`src/rtl/asid_ba_pkg.sv`:
```
// shared types and constants for the asid bitmap allocator
package asid_ba_pkg;

	localparam int ID_W = 8;

	// operation codes
	localparam logic OP_ALLOC = 1'b0;
	localparam logic OP_FREE  = 1'b1;

	typedef struct packed {
		logic            op;
		logic [ID_W-1:0] free_id;
	} req_t;

	typedef struct packed {
		logic [ID_W-1:0] granted_id;
		logic            granted;
		logic            exhausted;
		logic            flush_request;
	} res_t;

	typedef enum logic [1:0] {
		ST_IDLE,
		ST_ALLOC,
		ST_FREE
	} state_t;

endpackage

```
`src/rtl/asid_bitmap_allocator.sv`:
```
// asid bitmap allocator: word-serial search of the in-use bitmap, serial free decode
// alloc: the search starts at the hint word and visits 1 to WORD_COUNT words, wrapping, stepping
//   one bitmap word per cycle through the lowest-clear-bit encoder until a hit or the last word
// free: one word subtracted per cycle until the remainder is below WORD_BITS or the words run out
// throughput: one transfer in flight; the next is accepted once the result loads into the output
//   register, and a finished result waits for a free output slot while the output stalls
// reset: arst_n clears the whole bitmap, the search hint, the state and the output valid at once
module asid_bitmap_allocator #(
	parameter int WORD_COUNT = 8,
	parameter int WORD_BITS  = 32
) (
	input  logic               clk,
	input  logic               arst_n,
	input  logic               in_valid,
	output logic               in_ready,
	input  asid_ba_pkg::req_t  in_data,
	output logic               out_valid,
	input  logic               out_ready,
	output asid_ba_pkg::res_t  out_data
);
	import asid_ba_pkg::*;

	localparam int WIDX_W = $clog2(WORD_COUNT);
	localparam int WCNT_W = $clog2(WORD_COUNT + 1);
	localparam int BIT_W  = $clog2(WORD_BITS);
	localparam int PROD_W = $clog2(WORD_COUNT * WORD_BITS);

	state_t state_q, state_d;

	logic [WORD_BITS-1:0] bits_q [WORD_COUNT];
	logic [WIDX_W-1:0]    lastw_q;
	logic [WIDX_W-1:0]    idx_q;
	logic [WIDX_W-1:0]    cnt_q;
	logic [ID_W-1:0]      rem_q;
	logic [WCNT_W-1:0]    w_q;
	logic                 fid_nz_q;
	logic                 out_valid_q;
	res_t                 out_data_q;

	logic [WORD_BITS-1:0] search_word;
	logic                 hit;
	logic [BIT_W-1:0]     hit_bit;
	logic [PROD_W-1:0]    gid_full;
	logic                 slot_free;
	logic                 last_word;
	logic                 alloc_done, alloc_commit;
	logic                 rem_low, w_out;
	logic                 free_done, free_commit, free_hit;
	logic [WIDX_W-1:0]    free_widx;
	logic [BIT_W-1:0]     free_bit;
	logic                 in_xfer;
	res_t                 res_d;

	assign in_ready  = (state_q == ST_IDLE);
	assign in_xfer   = in_valid && in_ready;
	assign out_valid = out_valid_q;
	assign out_data  = out_data_q;
	assign slot_free = !out_valid_q || out_ready;

	// lowest clear bit of the current word, bit zero of word zero counts as taken
	always_comb begin
		search_word = bits_q[idx_q];
		if (idx_q == '0) begin
			search_word[0] = 1'b1;
		end
		hit     = 1'b0;
		hit_bit = '0;
		for (int i = WORD_BITS - 1; i >= 0; i--) begin
			if (!search_word[i]) begin
				hit     = 1'b1;
				hit_bit = BIT_W'(i);
			end
		end
	end

	assign gid_full = PROD_W'(idx_q) * PROD_W'(WORD_BITS) + PROD_W'(hit_bit);

	// search and free decode status
	assign last_word    = (cnt_q == WIDX_W'(WORD_COUNT - 1));
	assign alloc_done   = (state_q == ST_ALLOC) && (hit || last_word);
	assign alloc_commit = alloc_done && slot_free;
	assign rem_low      = (rem_q < ID_W'(WORD_BITS));
	assign w_out        = (w_q == WCNT_W'(WORD_COUNT));
	assign free_done    = (state_q == ST_FREE) && (rem_low || w_out);
	assign free_commit  = free_done && slot_free;
	assign free_hit     = rem_low && !w_out && fid_nz_q;
	assign free_widx    = w_q[WIDX_W-1:0];
	assign free_bit     = rem_q[BIT_W-1:0];

	// next state
	always_comb begin
		state_d = state_q;
		unique case (state_q)
			ST_IDLE: begin
				if (in_xfer) begin
					state_d = (in_data.op == OP_FREE) ? ST_FREE : ST_ALLOC;
				end
			end
			ST_ALLOC: begin
				if (alloc_commit) begin
					state_d = ST_IDLE;
				end
			end
			ST_FREE: begin
				if (free_commit) begin
					state_d = ST_IDLE;
				end
			end
			default: state_d = ST_IDLE;
		endcase
	end

	// result of the finishing transfer
	always_comb begin
		res_d = '0;
		unique case (state_q)
			ST_ALLOC: begin
				res_d.granted    = hit;
				res_d.exhausted  = !hit;
				res_d.granted_id = hit ? ID_W'(gid_full) : '0;
			end
			ST_FREE: begin
				res_d.flush_request = free_hit;
			end
			default: res_d = '0;
		endcase
	end

	// state, bitmap and search registers
	always_ff @(posedge clk or negedge arst_n) begin
		if (!arst_n) begin
			state_q  <= ST_IDLE;
			lastw_q  <= '0;
			idx_q    <= '0;
			cnt_q    <= '0;
			rem_q    <= '0;
			w_q      <= '0;
			fid_nz_q <= 1'b0;
			for (int k = 0; k < WORD_COUNT; k++) begin
				bits_q[k] <= '0;
			end
		end else begin
			state_q <= state_d;
			if (in_xfer) begin
				idx_q    <= lastw_q;
				cnt_q    <= '0;
				rem_q    <= in_data.free_id;
				w_q      <= '0;
				fid_nz_q <= (in_data.free_id != '0);
			end
			// alloc: step to the next word or claim the found bit
			if (state_q == ST_ALLOC) begin
				if (alloc_commit && hit) begin
					bits_q[idx_q][hit_bit] <= 1'b1;
					lastw_q                <= idx_q;
				end else if (!hit && !last_word) begin
					idx_q <= (idx_q == WIDX_W'(WORD_COUNT - 1)) ? '0 : idx_q + 1'b1;
					cnt_q <= cnt_q + 1'b1;
				end
			end
			// free: subtract one word per cycle, then clear the bit if the id is nonzero and in range
			if (state_q == ST_FREE) begin
				if (free_commit && free_hit) begin
					bits_q[free_widx][free_bit] <= 1'b0;
				end else if (!rem_low && !w_out) begin
					rem_q <= rem_q - ID_W'(WORD_BITS);
					w_q   <= w_q + 1'b1;
				end
			end
		end
	end

	// output register
	always_ff @(posedge clk or negedge arst_n) begin
		if (!arst_n) begin
			out_valid_q <= 1'b0;
		end else if (alloc_commit || free_commit) begin
			out_valid_q <= 1'b1;
		end else if (out_ready) begin
			out_valid_q <= 1'b0;
		end
	end

	always_ff @(posedge clk) begin
		if (alloc_commit || free_commit) begin
			out_data_q <= res_d;
		end
	end

	// identifier zero is never claimed
	assert property (@(posedge clk) disable iff (!arst_n)
		alloc_commit && hit |-> !(idx_q == '0 && hit_bit == '0))
		else $error("allocation claimed identifier zero");

	// a claimed bit is set in the cycle after the claim
	assert property (@(posedge clk) disable iff (!arst_n)
		alloc_commit && hit |=> bits_q[$past(idx_q)][$past(hit_bit)])
		else $error("claimed bitmap bit not set");

	// search never visits more words than exist
	assert property (@(posedge clk) disable iff (!arst_n)
		state_q == ST_ALLOC |-> cnt_q <= WIDX_W'(WORD_COUNT - 1))
		else $error("search word count out of range");

	// result flags are exclusive
	assert property (@(posedge clk) disable iff (!arst_n)
		out_valid_q |-> !(out_data_q.granted && out_data_q.exhausted) &&
			!(out_data_q.flush_request && (out_data_q.granted || out_data_q.exhausted)))
		else $error("conflicting result flags");

	// a commit only happens into a free output slot
	assert property (@(posedge clk) disable iff (!arst_n)
		out_valid_q && !out_ready |=> $stable(out_data_q))
		else $error("pending result overwritten");

endmodule

```
`config.mk`:
```
export PLATFORM = sky130hd
export DESIGN_NAME = asid_bitmap_allocator
export DESIGN_NICKNAME = d
export VERILOG_FILES = /design/src/rtl/asid_ba_pkg.sv /design/src/rtl/asid_bitmap_allocator.sv
export SDC_FILE = /design/constraint.sdc
export NUM_CORES = 1
export LEC_CHECK = 0
export BUFFER_PORTS_ARGS = -buffer_cell sky130_fd_sc_hd__buf_2
export CAP_MARGIN = 20
export CELL_PAD_IN_SITES_DETAIL_PLACEMENT = 0
export CELL_PAD_IN_SITES_GLOBAL_PLACEMENT = 2
export CORE_AREA = 2 2 254 256
export DETAILED_ROUTE_END_ITERATION = 10
export DIE_AREA = 0 0 256 258
export PLACE_DENSITY_LB_ADDON = 0.1
export SLEW_MARGIN = 10
export SYNTH_ARGS = -nofsm -noshare
export SYNTH_HDL_FRONTEND = slang
export SYNTH_SLANG_ARGS = --single-unit
```
`constraint.sdc`:
```
create_clock -name clk -period 3.99 [get_ports clk]
set_input_delay 0.1995 -clock clk [delete_from_list [all_inputs] [get_ports clk]]
set_output_delay 0.1995 -clock clk [all_outputs]
set_load 0.005 [all_outputs]
```
==> reports/metrics.json, run 1 <==
{
  "synth_nets": 1553,
  "finalWorstSetupSlack_ps": 155.7,
  "timing.critical_path.arrival_ps": 4310,
  "clock_insertion_delay_worst_skew_ps": 570,
  "dpl_worst_slack_ps": 140.0,
  "placed_cells_incl_taps": 2471,
  "relative_contribution_of_the_clock_network_to_total_power_pct": 30.4,
  "pwr-share-comb_pct": 40.4,
  "p_int_mw": 7.136,
  "insertedDiodeCount": 0,
  "leakagePower_nw": 7.998,
  "relSlewSlack_pct": 34.55,
  "ys.flop_type": "sky130_fd_sc_hd__dfrtp_1",
  "maxCapViolations": 0,
  "io_buffer_count": 25,
  "crit_required_ps": 4460,
  "status": "complete, no violations",
  "first_pass_iters": 5,
  "setup.worst_path.end": "bits_q[83]",
  "die_w_um": 256,
  "globalRouteTotalUtil_pct": 20.54,
  "finalHoldWorstSlack_ps": 102.7,
  "synthArstFlopShare_pct": 96.23,
  "synth_enable_flop_cells": 11,
  "std_cell_rows": 93,
  "final_cell_count_no_fill": 2555,
  "final_common_cell": "sky130_fd_sc_hd__a21oi_1",
  "number_of_global_route_vias_before_repair": 13640,
  "timing.fmax_mhz": 260.8,
  "core-area_sq_mm": 0.06365,
  "layout-drive-gt1-share_pct": 20.00,
  "synth.ff_latch_count": 292,
  "grt_overflow": 0,
  "detailroute.via_count": 13180,
  "drt-vias-per-instance": 5.159,
  "min_period_ps": 3834,
  "power.sequential.fraction_pct": 29.2,
  "report.final.slew_viol_count": 0,
  "clock_tree_from_tritoncts": "built",
  "period_utilisation_layout_pct": 96.10,
  "timing.rr.start": "idx_q[2]",
  "cts_buffer_depth": 3,
  "post_drt_wl_per_cell_um": 26.66,
  "vdd_drop_max_mv": 0.3149,
  "path_clk_slew_ps": 60,
  "worst_hold_path_type": "in -> reg",
  "fin_tns_setup_ps": 0,
  "initial_utilization_pct": 23.59,
  "die_height_um": 258,
  "hold_violations": 0,
  "startpoint_type": "flop",
  "cts_sinks": 292,
  "numCtsBuffers": 39,
  "antenna_violating_nets_left": 0,
  "first_iter_violations": 1237,
  "syn_area_per_cell_sq_um": 9.802,
  "endpoint_kind": "flop",
  "grt_setup_unrepaired": "yes",
  "reg2reg_depth": 14,
  "worst_r2r_endpoint": "bits_q[83]",
  "gp_congestion": 0.7983,
  "area_growth_syn_to_layout_pct": 23.73,
  "cts-root-buf": "sky130_fd_sc_hd__clkbuf_16",
  "power.density_mw_per_mm2": 639.7,
  "power.share.switching_pct": 39.97,
  "antenna_violations_before_repair": 1,
  "netSwitchingPower_mw": 4.750,
  "hpwl_um": 45490,
  "synthesis.yosys.warnings": 0,
  "max_slew.worst_pin.slew_ps": 981.7,
  "synthDistinctLibCells": 79,
  "largest_net_degree_at_the_start_of_global_routing": 94,
  "floorplan.die_area_sq_mm": 0.06605,
  "hold_path_depth": 3,
  "post_synth_inst_count": 1532,
  "h-tree-depth": 2,
  "worst_setup_path_startpoint": "idx_q[2]",
  "ys_seq_area_share_pct": 49.03,
  "nets": 1691,
  "routed_wl_um": 68110,
  "remaining_drc_errors": 0,
  "filler_cell_count": 6725,
  "finClkSkew_ps": 24.74,
  "layout_common_cells": "sky130_fd_sc_hd__a21oi_1 (443), sky130_fd_sc_hd__dfrtp_1 (278), sky130_fd_sc_hd__nor2_1 (157)",
  "synth.cell_area_sq_mm": 0.01502,
  "timing.final.setup_violations": 0,
  "design.portCount": 26,
  "grt_first_pass_wirelength_um": 99910,
  "crit_path_max_fanout": 25,
  "critical_path_class": "reg -> reg",
  "reg_to_reg_setup_timing_slack_ps": 160
}
kinds of logic after synthesis:
family	share of synthesized area, %
flops	49.03
simple gates	14.14
buf+inv	4.749
compound gates	22.90
mux	8.524
fa+ha+maj	0.6666
critical path, cell delays in order, from the launching register on:
cell and delay, ps:
sky130_fd_sc_hd__dfrtp_4 550, sky130_fd_sc_hd__buf_12 200, sky130_fd_sc_hd__nor2b_1 200, sky130_fd_sc_hd__a221oi_1 450, sky130_fd_sc_hd__a2bb2oi_1 280, sky130_fd_sc_hd__buf_4 170, sky130_fd_sc_hd__nand3b_1 80, sky130_fd_sc_hd__buf_4 160
sky130_fd_sc_hd__nor3_1 240, sky130_fd_sc_hd__buf_4 150, sky130_fd_sc_hd__o2111ai_1 140, sky130_fd_sc_hd__buf_4 200, sky130_fd_sc_hd__nor3_1 580, sky130_fd_sc_hd__a21oi_1 150, sky130_fd_sc_hd__a21oi_1 140
flip-flops by register name, indices dropped and copies added (netlist names):
register / cells
idx_q: 3
out_valid: 1
cnt_q: 3
out_data: 11
bits_q: 256
fid_nz_q: 1
lastw_q: 3
rem_q: 8
state_q: 2
w_q: 4
area by class of cell:
cell class | count | area (sq um) | area share (%)
flip-flops and latches | 292 | 7373 | 39.68
multi-input cells | 1118 | 7017 | 37.76
repair buffers | 201 | 1763 | 9.488
clock buffers | 59 | 1154 | 6.209
well taps | 855 | 1070 | 5.758
clock inverters | 12 | 136.4 | 0.7340
inverters | 18 | 67.56 | 0.3636
stage by stage:
step	utilization (%)	area [sq um]	power, mW
floorplan	-	15020	6.142
global placement	26.89	17110	8.292
detailed placement	26.89	17110	8.287
CTS	29.09	18510	11.97
global route	29.19	18580	12.46
finish	29.19	18580	11.89
metal layers:
| metal | GRT usage, % | vias to the layer above | wire, um |
|---|---|---|---|
| met5 | 0 | - | 0 |
| met1 | 29.06 | 6851 | 32180 |
| li1 | - | 5931 | - |
| met3 | 2.660 | 77 | 2982 |
| met2 | 33.21 | 323 | 31530 |
| met4 | 5.149 | 0 | 1413 |
power groups by stage:
stage                     Clock, mW  Sequential, mW  Combinational (mW)
after floorplan                   0            3.35                2.79
after global placement            0            3.52                4.77
after detailed placement          0            3.52                4.76
after CTS                      3.71            3.47                4.78
after global routing           3.83            3.51                5.13
final                          3.61            3.47                4.80
synthesized netlist by cell type, types with 4 or more instances:
| cell type | instances | area [sq um] |
|---|---|---|
| sky130_fd_sc_hd__a21oi_1 | 444 | 2222 |
| sky130_fd_sc_hd__dfrtp_1 | 281 | 7032 |
| sky130_fd_sc_hd__nor2_1 | 162 | 608.1 |
| sky130_fd_sc_hd__nand2_1 | 68 | 255.2 |
| sky130_fd_sc_hd__nor3_1 | 46 | 230.2 |
| sky130_fd_sc_hd__clkbuf_1 | 40 | 150.1 |
| sky130_fd_sc_hd__mux2i_1 | 39 | 390.4 |
| sky130_fd_sc_hd__a2bb2oi_1 | 38 | 332.8 |
| sky130_fd_sc_hd__mux4_2 | 28 | 630.6 |
| sky130_fd_sc_hd__buf_2 | 27 | 135.1 |
| sky130_fd_sc_hd__nand3_1 | 27 | 135.1 |
| sky130_fd_sc_hd__buf_6 | 24 | 270.3 |
| sky130_fd_sc_hd__mux2_2 | 23 | 259.0 |
| sky130_fd_sc_hd__nand2b_1 | 19 | 118.9 |
| sky130_fd_sc_hd__o21ai_0 | 18 | 90.09 |
| sky130_fd_sc_hd__inv_1 | 17 | 63.81 |
| sky130_fd_sc_hd__nor2b_1 | 14 | 87.58 |
| sky130_fd_sc_hd__nand3b_1 | 13 | 97.59 |
| sky130_fd_sc_hd__edfxtp_1 | 11 | 330.3 |
| sky130_fd_sc_hd__a221oi_1 | 10 | 87.58 |
| sky130_fd_sc_hd__o22ai_1 | 9 | 56.30 |
| sky130_fd_sc_hd__or2_2 | 9 | 56.30 |
| sky130_fd_sc_hd__and2_1 | 8 | 50.05 |
| sky130_fd_sc_hd__buf_4 | 8 | 60.06 |
| sky130_fd_sc_hd__ha_1 | 8 | 100.1 |
| sky130_fd_sc_hd__a22oi_1 | 7 | 52.55 |
| sky130_fd_sc_hd__nor4_1 | 7 | 43.79 |
| sky130_fd_sc_hd__nor4b_1 | 7 | 61.31 |
| sky130_fd_sc_hd__or3_1 | 7 | 43.79 |
| sky130_fd_sc_hd__and3_1 | 6 | 37.54 |
| sky130_fd_sc_hd__nor3b_1 | 6 | 45.04 |
| sky130_fd_sc_hd__o2111ai_1 | 6 | 52.55 |
| sky130_fd_sc_hd__o211ai_1 | 6 | 45.04 |
| sky130_fd_sc_hd__a211oi_1 | 5 | 37.54 |
| sky130_fd_sc_hd__a31oi_1 | 5 | 31.28 |
| sky130_fd_sc_hd__or3b_2 | 5 | 43.79 |
| sky130_fd_sc_hd__a21o_1 | 4 | 30.03 |
| sky130_fd_sc_hd__buf_1 | 4 | 15.01 |
| sky130_fd_sc_hd__o21ai_1 | 4 | 20.02 |
| sky130_fd_sc_hd__o221ai_1 | 4 | 35.03 |
how the worst min path moves through the flow:
stage	startpoint	to	slack, ps
finish	out_ready	out_valid	100
floorplan	arst_n	bits_q[0]	-100
global route	out_ready	out_valid	130
global placement	arst_n	bits_q[122]	320
CTS	out_ready	out_valid	90
detailed placement	arst_n	bits_q[122]	320
timing repair:
action                                 CTS  global route
setup buffers                            0             1
gates resized for setup                  0             6
endpoints found under the hold margin  101             0
hold buffers                            11             0
setup endpoints to repair                0            17
(Power assumes the default switching activity.)
==> run 2: changes to the inputs <==
CORE_AREA = 2 2 193 195   (was 2 2 254 256)
DIE_AREA = 0 0 195 197   (was 0 0 256 258)
==> reports/metrics.json, run 2 (same netlist as run 1, synthesis figures left out) <==
{
  "worst_path_most_repeated_cell": "sky130_fd_sc_hd__a21oi_1",
  "crit_path_max_fanout": 48,
  "timing.fmax_mhz": 259.6,
  "worst_hold_path_type": "in -> reg",
  "max_slew.worst_pin.slew_ps": 983.7,
  "startpoint_type": "flop",
  "maxCapViolations": 0,
  "antenna_violations_before_repair": 0,
  "clock_insertion_delay_worst_skew_ps": 570,
  "largest_net_degree_at_the_start_of_global_routing": 102,
  "finClkSkew_ps": 21.41,
  "die_height_um": 197,
  "drt-vias-per-instance": 6.200,
  "largest_reg_flops": 256,
  "vdd_drop_max_mv": 0.4529,
  "crit_required_ps": 4470,
  "numCtsBuffers": 36,
  "total_power_mw": 11.24,
  "first_pass_iters": 5,
  "layout-drive-gt1-share_pct": 17.10,
  "number_of_global_route_vias_before_repair": 12850,
  "cts-root-buf": "sky130_fd_sc_hd__clkbuf_16",
  "timing.critical_path.arrival_ps": 4330,
  "power.density_mw_per_mm2": 643.0,
  "min_period_ps": 3853,
  "cts_buffer_depth": 3,
  "hpwl_um": 36630,
  "antenna_violating_nets_left": 0,
  "grt_setup_unrepaired": "no",
  "reg2reg_depth": 12,
  "cells_along_the_critical_path": "buf_12 > buf_12 > or4b_1 > a21oi_1 > a21oi_1 > a311o_1 > a31o_1 > o21a_4 > o41ai_4 > buf_12 > a21oi_1 > a21oi_1",
  "grt_first_pass_wirelength_um": 84980,
  "crit_family": "compound AO/OA/AOI/OAI gates",
  "fin_tns_setup_ps": 0,
  "timing.final.setup_violations": 0,
  "report.final.slew_viol_count": 0,
  "insertedDiodeCount": 0,
  "critical_path_class": "reg -> reg",
  "status": "complete, no violations",
  "period_utilisation_layout_pct": 96.56,
  "hold_violations": 0,
  "placed_cells_incl_taps": 2022,
  "post_drt_wl_per_cell_um": 26.88,
  "io_buffer_count": 25,
  "h-tree-depth": 2,
  "area_growth_syn_to_layout_pct": 16.42,
  "detailroute.via_count": 13020,
  "gp_congestion": 0.8863,
  "final_common_cell": "sky130_fd_sc_hd__a21oi_1",
  "routed_wl_um": 56440,
  "cts_sinks": 292,
  "utilization_pct": 48.22,
  "critPathBufInv": 3,
  "finish.instance_area_sq_mm": 0.01748,
  "design.portCount": 26,
  "critPathSlowestCell": "sky130_fd_sc_hd__or4b_1",
  "leakagePower_nw": 7.613,
  "first_iter_violations": 1111,
  "timing.hold.worst_endpoint": "out_valid",
  "path_clk_slew_ps": 60,
  "worstHoldStart": "out_ready",
  "endpoint_kind": "flop",
  "register_containing_the_most_flip_flops_in_the_final_layout": "bits_q",
  "grt_overflow": 0,
  "layout_common_cells": "sky130_fd_sc_hd__a21oi_1 (444), sky130_fd_sc_hd__dfrtp_1 (278), sky130_fd_sc_hd__nor2_1 (156)",
  "clock_tree_from_tritoncts": "built",
  "std_cell_rows": 70,
  "globalRouteTotalUtil_pct": 29.86,
  "postPlaceCellArea_sq_mm": 0.01609,
  "core-area_sq_mm": 0.03626,
  "initial_utilization_pct": 41.41,
  "remaining_drc_errors": 0,
  "timing.rr.start": "idx_q[2]",
  "die_w_um": 195,
  "relSlewSlack_pct": 34.42,
  "reg_to_reg_setup_timing_slack_ps": 140,
  "largest_incremental_delay_on_the_critical_path_ps": 550,
  "final_cell_count_no_fill": 2100,
  "hold_path_depth": 3,
  "worst_r2r_endpoint": "bits_q[37]",
  "nets": 1626,
  "floorplan.die_area_sq_mm": 0.03842
}
[run 2: area by class of cell]
| class | count | area (sq um) |
|---|---|---|
| Clock buffer | 53 | 1086 |
| Clock inverter | 12 | 151.4 |
| Fill cell | 3426 | 18780 |
| Inverter | 18 | 67.56 |
| Multi-Input combinational cell | 1118 | 7015 |
| Sequential cell | 292 | 7371 |
| Tap cell | 468 | 585.6 |
| Timing Repair Buffer | 139 | 1206 |
[run 2: what timing repair did]
| action | 4_1_cts | 5_1_grt |
|---|---|---|
| setup endpoints to repair | 0 | 132 |
| gates resized for setup | 0 | 5 |
| hold endpoints to repair | 109 | 0 |
| buffers inserted | 0 | 2 |
| hold buffers | 11 | 0 |
[run 2: metal layers]
metal / wire, um / share of wire (%) / track usage [%]
met1: 25810 / 46 / 42.50
met2: 25730 / 46 / 47.22
met3: 3081 / 5.5 / 4.175
met4: 1825 / 3.2 / 9.726
met5: 0 / 0 / 0
[run 2: worst max-delay path by stage]
stage / start / to / slack, ps / depth (start not counted)
after floorplan: idx_q[0] / out_data[0] / 630 / 13
after global placement: idx_q[2] / bits_q[201] / 150 / 12
after detailed placement: idx_q[2] / bits_q[37] / 90 / 12
after CTS: idx_q[2] / bits_q[37] / 80 / 12
after global routing: idx_q[0] / bits_q[146] / 60 / 12
final: idx_q[2] / bits_q[37] / 140 / 12
[run 2: where the power goes]
| part | internal (mW) | total (mW) | switching (mW) |
|---|---|---|---|
| Sequential | 3.21 | 3.46 | 0.248 |
| Combinational | 1.50 | 4.34 | 2.84 |
| Clock | 2.09 | 3.44 | 1.35 |
| Total | 6.80 | 11.2 | 4.44 |
[run 2: worst reg2reg max path, delay by kind of cell (launching register included)]
family / cells / cell delay, ps
compound gates: 8 / 2060
buf+inv: 3 / 650
flops: 1 / 500
simple gates: 1 / 570
[run 2: per-stage QoR]
stage / hold slack, ps / setup slack (ps)
floorplan: -96.09 / 627.0
CTS: 86.97 / 79.97
global route: 174.4 / 60.50
detailed placement: 318.8 / 89.28
finish: 123.7 / 137.4
global placement: 327.1 / 147.2
